### config.mk
export PLATFORM = sky130hd
export DESIGN_NAME = video_center_crop_pad_unit
export DESIGN_NICKNAME = d
export VERILOG_FILES = /design/src/rtl/vccp_pkg.sv /design/src/rtl/vccp_front.sv /design/src/rtl/vccp_queue.sv /design/src/rtl/vccp_back.sv /design/src/rtl/video_center_crop_pad_unit.sv
export SDC_FILE = /design/constraint.sdc
export NUM_CORES = 2
export LEC_CHECK = 0
export ABC_AREA = 1
export BUFFER_PORTS_ARGS = -buffer_cell sky130_fd_sc_hd__buf_2
export CORE_MARGIN = 3
export CORE_UTILIZATION = 58
export DETAILED_ROUTE_END_ITERATION = 10
export PLACE_DENSITY = 0.76
export SETUP_SLACK_MARGIN = 0.05
export SLEW_MARGIN = 25
export SYNTH_ARGS = -nofsm -noshare
export SYNTH_HDL_FRONTEND = slang
export SYNTH_HIERARCHICAL = 1
export SYNTH_SLANG_ARGS = --single-unit
### constraint.sdc
create_clock -name clk -period 5 [get_ports clk]
set_clock_uncertainty 0.05 [all_clocks]
set_input_delay 1.25 -clock clk [delete_from_list [all_inputs] [get_ports clk]]
set_output_delay 1.25 -clock clk [all_outputs]
set_load 0.005 [all_outputs]
### src/rtl/vccp_pkg.sv
`default_nettype none

package vccp_pkg;

  localparam int REG_W       = 13;
  localparam int CFG_AW      = 2;
  localparam int CNT_W       = 25;
  localparam int MAX_DIM_DEF = 4096;
  localparam int QDEPTH_DEF  = 8;

  localparam logic [7:0]       PAD_LUMA   = 8'h10;
  localparam logic [7:0]       PAD_CHROMA = 8'h80;
  localparam logic [CNT_W-1:0] CNT_MAX    = {CNT_W{1'b1}};

  localparam logic [REG_W-1:0] RST_IN_WIDTH   = 13'd1920;
  localparam logic [REG_W-1:0] RST_IN_HEIGHT  = 13'd1080;
  localparam logic [REG_W-1:0] RST_OUT_WIDTH  = 13'd1920;
  localparam logic [REG_W-1:0] RST_OUT_HEIGHT = 13'd1080;

  typedef enum logic [CFG_AW-1:0] {
    REG_IN_WIDTH   = 2'd0,
    REG_IN_HEIGHT  = 2'd1,
    REG_OUT_WIDTH  = 2'd2,
    REG_OUT_HEIGHT = 2'd3
  } cfg_reg_t;

  // One bit per result an item can cause, lowest bit emitted first.
  typedef logic [4:0] res_mask_t;
  localparam res_mask_t RES_TOP    = 5'b00001;
  localparam res_mask_t RES_LEFT   = 5'b00010;
  localparam res_mask_t RES_PIX    = 5'b00100;
  localparam res_mask_t RES_RIGHT  = 5'b01000;
  localparam res_mask_t RES_BOTTOM = 5'b10000;

  typedef struct packed {
    logic [7:0] luma;
    logic [7:0] chroma;
    res_mask_t  mask;
    logic       last_pix;
  } item_t;

  typedef struct packed {
    logic [CNT_W-1:0] top;
    logic [CNT_W-1:0] left;
    logic [CNT_W-1:0] right;
    logic [CNT_W-1:0] bottom;
  } pad_t;

endpackage

`default_nettype wire

### src/rtl/vccp_front.sv
`default_nettype none

module vccp_front #(
  parameter int MAX_DIM = vccp_pkg::MAX_DIM_DEF
) (
  input  wire logic                          clk,
  input  wire logic                          rst,
  input  wire logic                          cfg_write,
  input  wire logic [vccp_pkg::CFG_AW-1:0]   cfg_addr,
  input  wire logic [vccp_pkg::REG_W-1:0]    cfg_data,
  input  wire logic                          take,
  input  wire logic [7:0]                    luma,
  input  wire logic [7:0]                    chroma,
  input  wire logic                          frame_start,
  output logic [1:0]                         inflight,
  output logic                               enq_valid,
  output vccp_pkg::item_t                    enq_item,
  output vccp_pkg::pad_t                     pad
);
  import vccp_pkg::*;

  localparam int SZ_W   = $clog2(MAX_DIM + 1);
  localparam int POS_W  = $clog2(MAX_DIM);
  localparam int CW     = (SZ_W > REG_W) ? SZ_W : REG_W;
  localparam int CMP_W  = SZ_W + 1;
  localparam int PROD_W = 2 * SZ_W;
  localparam int SAT_W  = (PROD_W > CNT_W) ? PROD_W : CNT_W;

  typedef struct packed {
    logic [SZ_W-1:0] skip;
    logic [SZ_W-1:0] pre;
    logic [SZ_W-1:0] post;
    logic [SZ_W-1:0] keep;
  } axis_t;

  function automatic logic [SZ_W-1:0] eff(input logic [REG_W-1:0] v);
    logic [CW-1:0] x;
    x = CW'(v);
    if (x == '0) eff = SZ_W'(1);
    else if (x > CW'(MAX_DIM)) eff = SZ_W'(MAX_DIM);
    else eff = SZ_W'(x);
  endfunction

  function automatic axis_t axis(input logic [SZ_W-1:0] src, input logic [SZ_W-1:0] dst);
    axis_t a;
    logic [SZ_W-1:0] d;
    if (src > dst) begin
      d = src - dst;
      a.skip = d >> 1;
      a.pre  = '0;
      a.post = '0;
      a.keep = dst;
    end else begin
      d = dst - src;
      a.skip = '0;
      a.pre  = d >> 1;
      a.post = d - (d >> 1);
      a.keep = src;
    end
    axis = a;
  endfunction

  function automatic logic [CNT_W-1:0] sat(input logic [PROD_W-1:0] p);
    logic [SAT_W-1:0] x;
    x = SAT_W'(p);
    if (x > SAT_W'(CNT_MAX)) sat = CNT_MAX;
    else sat = CNT_W'(x);
  endfunction

  // Configuration registers.
  logic [REG_W-1:0] in_width, in_height, out_width, out_height;

  always_ff @(posedge clk) begin
    if (rst) begin
      in_width   <= RST_IN_WIDTH;
      in_height  <= RST_IN_HEIGHT;
      out_width  <= RST_OUT_WIDTH;
      out_height <= RST_OUT_HEIGHT;
    end else if (cfg_write) begin
      case (cfg_addr)
        REG_IN_WIDTH:   in_width   <= cfg_data;
        REG_IN_HEIGHT:  in_height  <= cfg_data;
        REG_OUT_WIDTH:  out_width  <= cfg_data;
        REG_OUT_HEIGHT: out_height <= cfg_data;
        default:        in_width   <= in_width;
      endcase
    end
  end

  // Window geometry, recomputed every cycle over three register stages.
  // It is settled before any item accepted after a write reaches classification.
  logic [SZ_W-1:0]   iw1, ih1, ow1, oh1;
  axis_t             ax_h, ax_v;
  logic [PROD_W-1:0] top_prod, bot_prod;
  logic [CMP_W-1:0]  x_end, y_end;

  always_ff @(posedge clk) begin
    iw1      <= eff(in_width);
    ih1      <= eff(in_height);
    ow1      <= eff(out_width);
    oh1      <= eff(out_height);
    ax_h     <= axis(iw1, ow1);
    ax_v     <= axis(ih1, oh1);
    top_prod <= PROD_W'(ax_v.pre) * PROD_W'(ow1);
    bot_prod <= PROD_W'(ax_v.post) * PROD_W'(ow1);
    x_end    <= CMP_W'(ax_h.skip) + CMP_W'(ax_h.keep);
    y_end    <= CMP_W'(ax_v.skip) + CMP_W'(ax_v.keep);
  end

  always_comb begin
    pad.top    = sat(top_prod);
    pad.bottom = sat(bot_prod);
    pad.left   = CNT_W'(ax_h.pre);
    pad.right  = CNT_W'(ax_h.post);
  end

  // Source position, advanced at every accepted pixel while the frame is live.
  logic [POS_W-1:0] col, row, col_next, row_next, c0, r0;
  logic             frame_done, frame_done_next, live;
  logic [SZ_W-1:0]  iw_c, ih_c;
  logic [CMP_W-1:0] col_inc, row_inc;

  always_comb begin
    iw_c = eff(in_width);
    ih_c = eff(in_height);
    c0   = frame_start ? '0 : col;
    r0   = frame_start ? '0 : row;
    live = frame_start || !frame_done;
    col_inc = CMP_W'(c0) + CMP_W'(1);
    row_inc = CMP_W'(r0) + CMP_W'(1);
    col_next = col_inc[POS_W-1:0];
    row_next = r0;
    frame_done_next = 1'b0;
    if (col_inc >= CMP_W'(iw_c)) begin
      col_next = '0;
      if (row_inc >= CMP_W'(ih_c)) begin
        row_next = '0;
        frame_done_next = 1'b1;
      end else begin
        row_next = row_inc[POS_W-1:0];
      end
    end
  end

  always_ff @(posedge clk) begin
    if (rst) begin
      col        <= '0;
      row        <= '0;
      frame_done <= 1'b0;
    end else if (take && live) begin
      col        <= col_next;
      row        <= row_next;
      frame_done <= frame_done_next;
    end
  end

  // Three-stage item pipeline in front of the classifier.
  logic             s1_v, s2_v, s3_v;
  logic [7:0]       s1_l, s2_l, s3_l, s1_c, s2_c, s3_c;
  logic [POS_W-1:0] s1_x, s2_x, s3_x, s1_y, s2_y, s3_y;

  always_ff @(posedge clk) begin
    if (rst) begin
      s1_v <= 1'b0;
      s2_v <= 1'b0;
      s3_v <= 1'b0;
    end else begin
      s1_v <= take && live;
      s2_v <= s1_v;
      s3_v <= s2_v;
    end
  end

  always_ff @(posedge clk) begin
    s1_l <= luma;
    s1_c <= chroma;
    s1_x <= c0;
    s1_y <= r0;
    s2_l <= s1_l;
    s2_c <= s1_c;
    s2_x <= s1_x;
    s2_y <= s1_y;
    s3_l <= s2_l;
    s3_c <= s2_c;
    s3_x <= s2_x;
    s3_y <= s2_y;
  end

  assign inflight = 2'(s1_v) + 2'(s2_v) + 2'(s3_v);

  // Classification: which results this pixel causes.
  logic [CMP_W-1:0] cx, cy;
  logic             in_row, in_col, col_last, row_last;
  res_mask_t        mask;

  always_comb begin
    cx = CMP_W'(s3_x);
    cy = CMP_W'(s3_y);
    in_row   = (cy >= CMP_W'(ax_v.skip)) && (cy < y_end);
    in_col   = in_row && (cx >= CMP_W'(ax_h.skip)) && (cx < x_end);
    col_last = in_col && (cx + CMP_W'(1) == x_end);
    row_last = col_last && (cy + CMP_W'(1) == y_end);
    mask = '0;
    if (cx == '0 && cy == '0 && ax_v.pre != '0) mask = mask | RES_TOP;
    if (in_row && cx == '0 && ax_h.pre != '0) mask = mask | RES_LEFT;
    if (in_col) mask = mask | RES_PIX;
    if (col_last && ax_h.post != '0) mask = mask | RES_RIGHT;
    if (row_last && ax_v.post != '0) mask = mask | RES_BOTTOM;
    enq_valid         = s3_v && (mask != '0);
    enq_item.luma     = s3_l;
    enq_item.chroma   = s3_c;
    enq_item.mask     = mask;
    enq_item.last_pix = row_last;
  end

endmodule

`default_nettype wire

### src/rtl/vccp_queue.sv
`default_nettype none

module vccp_queue #(
  parameter int DEPTH = vccp_pkg::QDEPTH_DEF
) (
  input  wire logic                      clk,
  input  wire logic                      rst,
  input  wire logic                      wr_en,
  input  wire vccp_pkg::item_t           wr_item,
  input  wire logic                      rd_en,
  output vccp_pkg::item_t                rd_item,
  output logic [$clog2(DEPTH+1)-1:0]     count
);
  import vccp_pkg::*;

  localparam int PTR_W = $clog2(DEPTH);
  localparam int QCW   = $clog2(DEPTH + 1);

  item_t             store [DEPTH];
  logic [PTR_W-1:0]  wr_ptr, rd_ptr;

  always_ff @(posedge clk) begin
    if (wr_en) begin
      store[wr_ptr] <= wr_item;
    end
  end

  always_ff @(posedge clk) begin
    if (rst) begin
      wr_ptr <= '0;
      rd_ptr <= '0;
      count  <= '0;
    end else begin
      if (wr_en) begin
        wr_ptr <= (wr_ptr == PTR_W'(DEPTH - 1)) ? '0 : wr_ptr + PTR_W'(1);
      end
      if (rd_en) begin
        rd_ptr <= (rd_ptr == PTR_W'(DEPTH - 1)) ? '0 : rd_ptr + PTR_W'(1);
      end
      case ({wr_en, rd_en})
        2'b10:   count <= count + QCW'(1);
        2'b01:   count <= count - QCW'(1);
        default: count <= count;
      endcase
    end
  end

  assign rd_item = store[rd_ptr];

endmodule

`default_nettype wire

### src/rtl/vccp_back.sv
`default_nettype none

module vccp_back (
  input  wire logic                          clk,
  input  wire logic                          rst,
  input  wire logic                          head_valid,
  input  wire vccp_pkg::item_t               head,
  input  wire vccp_pkg::pad_t                pad,
  output logic                               deq,
  input  wire logic                          pop,
  output logic                               empty,
  output logic [7:0]                         out_luma,
  output logic [7:0]                         out_chroma,
  output logic [vccp_pkg::CNT_W-1:0]         repeat_count,
  output logic                               group_last,
  output logic                               frame_last
);
  import vccp_pkg::*;

  // done marks the results of the head item already sent.
  res_mask_t        done, remaining, sel;
  logic             last_one, load, out_valid;
  logic [7:0]       res_l, res_c;
  logic [CNT_W-1:0] res_n;

  always_comb begin
    remaining = head.mask & ~done;
    sel       = remaining & (~remaining + 5'd1);
    last_one  = (remaining == sel);
    load      = head_valid && (!out_valid || pop);
    deq       = load && last_one;
    case (sel)
      RES_TOP: begin
        res_l = PAD_LUMA;
        res_c = PAD_CHROMA;
        res_n = pad.top;
      end
      RES_LEFT: begin
        res_l = PAD_LUMA;
        res_c = PAD_CHROMA;
        res_n = pad.left;
      end
      RES_PIX: begin
        res_l = head.luma;
        res_c = head.chroma;
        res_n = CNT_W'(1);
      end
      RES_RIGHT: begin
        res_l = PAD_LUMA;
        res_c = PAD_CHROMA;
        res_n = pad.right;
      end
      RES_BOTTOM: begin
        res_l = PAD_LUMA;
        res_c = PAD_CHROMA;
        res_n = pad.bottom;
      end
      default: begin
        res_l = PAD_LUMA;
        res_c = PAD_CHROMA;
        res_n = CNT_W'(1);
      end
    endcase
  end

  always_ff @(posedge clk) begin
    if (rst) begin
      out_valid <= 1'b0;
      done      <= '0;
    end else begin
      if (load) begin
        out_valid <= 1'b1;
        done      <= last_one ? '0 : (done | sel);
      end else if (pop) begin
        out_valid <= 1'b0;
      end
    end
  end

  always_ff @(posedge clk) begin
    if (load) begin
      out_luma     <= res_l;
      out_chroma   <= res_c;
      repeat_count <= res_n;
      group_last   <= last_one;
      frame_last   <= last_one && head.last_pix;
    end
  end

  assign empty = !out_valid;

endmodule

`default_nettype wire

### src/rtl/video_center_crop_pad_unit.sv
// Path: a pixel accepted at the input passes the three front stages, the queue and
// the output register before its first result shows on the result ports.
// Throughput: one pixel per cycle in unless full; one result per cycle out while pop
// is high; while a pixel's k results drain, the queue absorbs the input.
// Reset (synchronous, active high) restores 1920x1080 in both sizes and clears
// position, queue and output; derived geometry settles through its register stages.
`default_nettype none

module video_center_crop_pad_unit #(
  parameter int MAX_DIM     = vccp_pkg::MAX_DIM_DEF,
  parameter int QUEUE_DEPTH = vccp_pkg::QDEPTH_DEF
) (
  input  wire logic                          clk,
  input  wire logic                          rst,
  input  wire logic                          cfg_write,
  input  wire logic [vccp_pkg::CFG_AW-1:0]   cfg_addr,
  input  wire logic [vccp_pkg::REG_W-1:0]    cfg_data,
  input  wire logic                          push,
  output logic                               full,
  input  wire logic [7:0]                    luma,
  input  wire logic [7:0]                    chroma,
  input  wire logic                          frame_start,
  output logic                               empty,
  input  wire logic                          pop,
  output logic [7:0]                         out_luma,
  output logic [7:0]                         out_chroma,
  output logic [vccp_pkg::CNT_W-1:0]         repeat_count,
  output logic                               group_last,
  output logic                               frame_last
);
  import vccp_pkg::*;

  localparam int QCW = $clog2(QUEUE_DEPTH + 1);

  logic [1:0]     inflight;
  logic           enq_valid, deq, take;
  item_t          enq_item, head;
  pad_t           pad;
  logic [QCW-1:0] q_count;

  // Pixels still in the front stages hold a queue slot in advance, so the
  // front never has to stall.
  assign full = (QCW'(q_count) + QCW'(inflight)) >= QCW'(QUEUE_DEPTH);
  assign take = push && !full;

  vccp_front #(.MAX_DIM(MAX_DIM)) u_front (
    .clk         (clk),
    .rst         (rst),
    .cfg_write   (cfg_write),
    .cfg_addr    (cfg_addr),
    .cfg_data    (cfg_data),
    .take        (take),
    .luma        (luma),
    .chroma      (chroma),
    .frame_start (frame_start),
    .inflight    (inflight),
    .enq_valid   (enq_valid),
    .enq_item    (enq_item),
    .pad         (pad)
  );

  vccp_queue #(.DEPTH(QUEUE_DEPTH)) u_queue (
    .clk     (clk),
    .rst     (rst),
    .wr_en   (enq_valid),
    .wr_item (enq_item),
    .rd_en   (deq),
    .rd_item (head),
    .count   (q_count)
  );

  vccp_back u_back (
    .clk          (clk),
    .rst          (rst),
    .head_valid   (q_count != '0),
    .head         (head),
    .pad          (pad),
    .deq          (deq),
    .pop          (pop),
    .empty        (empty),
    .out_luma     (out_luma),
    .out_chroma   (out_chroma),
    .repeat_count (repeat_count),
    .group_last   (group_last),
    .frame_last   (frame_last)
  );

  a_queue_bound: assert property (@(posedge clk) disable iff (rst)
    q_count <= QCW'(QUEUE_DEPTH))
    else $error("queue holds more entries than its depth");

  a_no_enq_when_full: assert property (@(posedge clk) disable iff (rst)
    (q_count == QCW'(QUEUE_DEPTH)) |-> !enq_valid)
    else $error("front wrote into a full queue");

  a_frame_last_ends_group: assert property (@(posedge clk) disable iff (rst)
    (!empty && frame_last) |-> group_last)
    else $error("frame end flagged on a result that is not the last of its pixel");

  a_count_nonzero: assert property (@(posedge clk) disable iff (rst)
    !empty |-> (repeat_count != '0))
    else $error("result with a zero repeat count");

endmodule

`default_nettype wire

==> flow_summary.json <==
{
  "ant_nets": 0,
  "layout_min_cycle_time_ps": 4790,
  "rsz0062_at_grt": "yes",
  "synth.yosys.warnings": 6,
  "via_per_inst": 5.33,
  "fin_crit_sh_pct": 95.7,
  "power_frac_comb_pct": 58.0,
  "slew-limit-headroom_pct": 30.0,
  "gp_congestion": 0.907,
  "drt_iter0_drc": 2659,
  "slew_violations": 0,
  "hp-class": "reg -> reg",
  "dieArea_sq_um": 75200,
  "yosysTopAreaCell": "dfxtp_1",
  "final_nets": 5654,
  "worst_pin_slew_ps": 1050,
  "status": "complete, no violations",
  "vias": 32200,
  "grt_use_total_pct": 27.3,
  "multi_input_area_sq_um": 21700,
  "totalPowerFinal_uw": 31200,
  "setup_violations": 0,
  "dp.final_hpwl_um": 75600,
  "diodes": 0,
  "wl_um": 101000,
  "slowest_delay_ps": 550,
  "required_ps": 5470,
  "p_clk_share_pct": 17.8,
  "final-seq-area_sq_um": 15600,
  "critPathMaxFanout": 11,
  "hold_buffers": 0,
  "path_cells": "buf_12 > nand2_1 > inv_1 > fa_1 > inv_1 > fa_1 > inv_1 > fa_1 > inv_1 > fa_1 > fa_1 > inv_1 > ha_4 > buf_4 > nand2_1 > nor4_2 > a21oi_1 > xnor2_1",
  "power_density_nw_per_um2": 678,
  "seqPwrFrac_pct": 24.2,
  "clock_latency_ps": 620,
  "worstSetupStartpointType": "flip-flop",
  "ys_async_sr_fraction_pct": 0,
  "synthTopCellsByArea": "dfxtp_1 22%, edfxtp_1 16%, fa_1 12%",
  "clk_pin_slew_ps": 60,
  "crit_slowest_cell": "fa_1",
  "n_fill_cell": 5700,
  "critPathArrivalTime_ps": 5260,
  "syn_inst": 4963,
  "grt_max_degree": 49,
  "p_leak_uw": 0.0231,
  "final-hold-violation-count": 0,
  "power.internal_uw": 17000,
  "synth_cell_types": 59,
  "post_cts_buffers": 0,
  "tritoncts": "yes",
  "critical_path_class": "reg -> reg",
  "drt_drc_violations_left": 0,
  "synth.top_cell.area_share_pct": 21.6,
  "max_cap_violations": 0,
  "vdd_drop_max_v": 0.00205,
  "numCtsBuffers": 70,
  "port_buffers": 81,
  "synth-seq-cells": 670,
  "synth_area_sq_um": 41700,
  "syn_avg_cell_area_sq_um": 8.41,
  "p_sw_share_pct": 45.5,
  "synth-main-ff-cell": "dfxtp_1",
  "ys_seq_area_share_pct": 37.4,
  "cts_buffer_depth": 3,
  "initial_utilization_pct": 59.1,
  "mostFrequentLayoutCells": "994 x nand2_1, 948 x inv_1, 426 x dfxtp_1",
  "max_freq_mhz": 209,
  "dr.pass1.iters": 6,
  "setup_tns_ps": 0,
  "synthToLayoutAreaGrowth_pct": 10.3,
  "htreeDepth": 3,
  "overflow": 0,
  "synth-edff-count": 219,
  "grt_pass1_wl_um": 163000,
  "end_kind": "flip-flop",
  "drt-wirelength-per-cell_um": 16.7,
  "cts_num_sinks": 670,
  "final_common_cell": "nand2_1",
  "core-area_sq_um": 70600,
  "num_rows": 97,
  "root_buffer": "clkbuf_16",
  "antenna_found_initial": 0,
  "drive_gt1_share_pct": 9.90,
  "grt_pass1_vias": 32000,
  "io_pins": 82,
  "fp.dieW_um": 274,
  "p_switching_uw": 14200,
  "die_h_um": 274
}
## worst max-delay path, delay by kind of cell (launching register included)
kind | cells | cell delay [ps]
adders and majority gates | 6 | 2840
buffers and inverters | 7 | 550
and+or+nand+nor | 3 | 530
DFF | 1 | 340
xor gates and xnor gates | 1 | 240
AOI/OAI and AO/OA | 1 | 150
## timing repair
item                                    CTS  global route
endpoints found under the setup margin    5            26
cloned                                    0             1
pin swaps                                 1            11
gates resized for setup                   8            74
## logic make-up after synthesis
logic type | count (synthesis) | share of synthesized area [%]
simple gates | 1809 | 18.4
xor+xnor | 134 | 2.85
other cells | 1 | 0.00899
fa+ha+maj | 574 | 21.5
mux | 22 | 0.528
compound gates | 587 | 7.92
flops | 670 | 37.4
buf+inv | 1166 | 11.4
## per-stage QoR
step / setup WS [ps] / hold WS (ps) / utilization, % / std cells / area (sq um)
floorplan: 51.5 / 260 / - / 4987 / 41800
global placement: 20.1 / 260 / 61.2 / 5912 / 43200
detailed placement: 4.44 / 262 / 61.2 / 5912 / 43200
CTS: 62.0 / 268 / 64.8 / 6040 / 45700
global route: 2.59 / 273 / 65.2 / 6041 / 46000
finish: 213 / 268 / 65.2 / 6041 / 46000
## final cells by class
cell class	instances	area share (%)
Clock buffer	95	4.34
Clock inverter	33	1.08
Inverter	957	7.80
Multi-Input combinational cell	3151	47.1
Sequential cell	670	34.0
Tap cell	940	2.55
Timing Repair Buffer	195	3.12
## worst paths after layout
path              startpoint              endpoint  slack [ps]  cells after the start
max           u_front/ow1[3]  u_front/bot_prod[14]         210                     18
min          u_front/s2_y[9]       u_front/s3_y[9]         270                      0
max reg2reg   u_front/ow1[3]  u_front/bot_prod[14]         210                     18
min reg2reg  u_front/s2_y[9]       u_front/s3_y[9]         270                      0
## metal layers
metal / share of wire (%) / wire, um / vias up / GRT usage [%]
li1: - / - / 15600 / -
met1: 42 / 42500 / 15300 / 35.5
met2: 49 / 49300 / 1093 / 47.4
met3: 6.0 / 6050 / 187 / 3.22
met4: 2.8 / 2860 / 0 / 8.56
met5: 0 / 0 / - / 0
## sequential cells by signal (all words and copies together), names as in the netlist, 13 cells and up, named ones only
signal,cells
u_front/out_width,13
u_front/top_prod,26
u_front/y_end,14
u_front/out_height,13
u_front/iw1,13
u_front/in_width,13
u_front/bot_prod,26
u_front/ax_h,25
u_front/pad,25
u_back/repeat_count,25
u_front/oh1,13
u_queue/store,176
u_front/ih1,13
u_front/ax_v,50
u_front/ow1,13
u_front/x_end,14
u_front/in_height,13
## power groups by stage
stage / clock [uW] / sequential, uW / combinational [uW]
2_1_floorplan: 0 / 7320 / 12300
3_3_place_gp: 0 / 7620 / 16900
3_5_place_dp: 0 / 7630 / 17100
4_1_cts: 5620 / 7530 / 17300
5_1_grt: 5840 / 7640 / 20500
6_report: 5540 / 7560 / 18100
## synthesized netlist by cell type, types with 11 or more instances
library cell,instances
nand4_1,40
ha_1,331
o22ai_1,22
nor3_1,35
a21o_1,17
clkbuf_1,100
o21ai_1,29
o211ai_1,11
xnor2_1,38
buf_6,12
a21oi_1,214
dfxtp_1,451
a22oi_1,18
nand3_1,181
a22oi_2,12
fa_1,241
or2_2,68
nor4_1,24
o21ai_0,217
nand2_1,999
mux2i_1,22
xor2_1,95
edfxtp_1,219
nor2_1,417
inv_1,950
buf_2,31
buf_4,55
No activity file was read; power rests on OpenSTA's default activity.
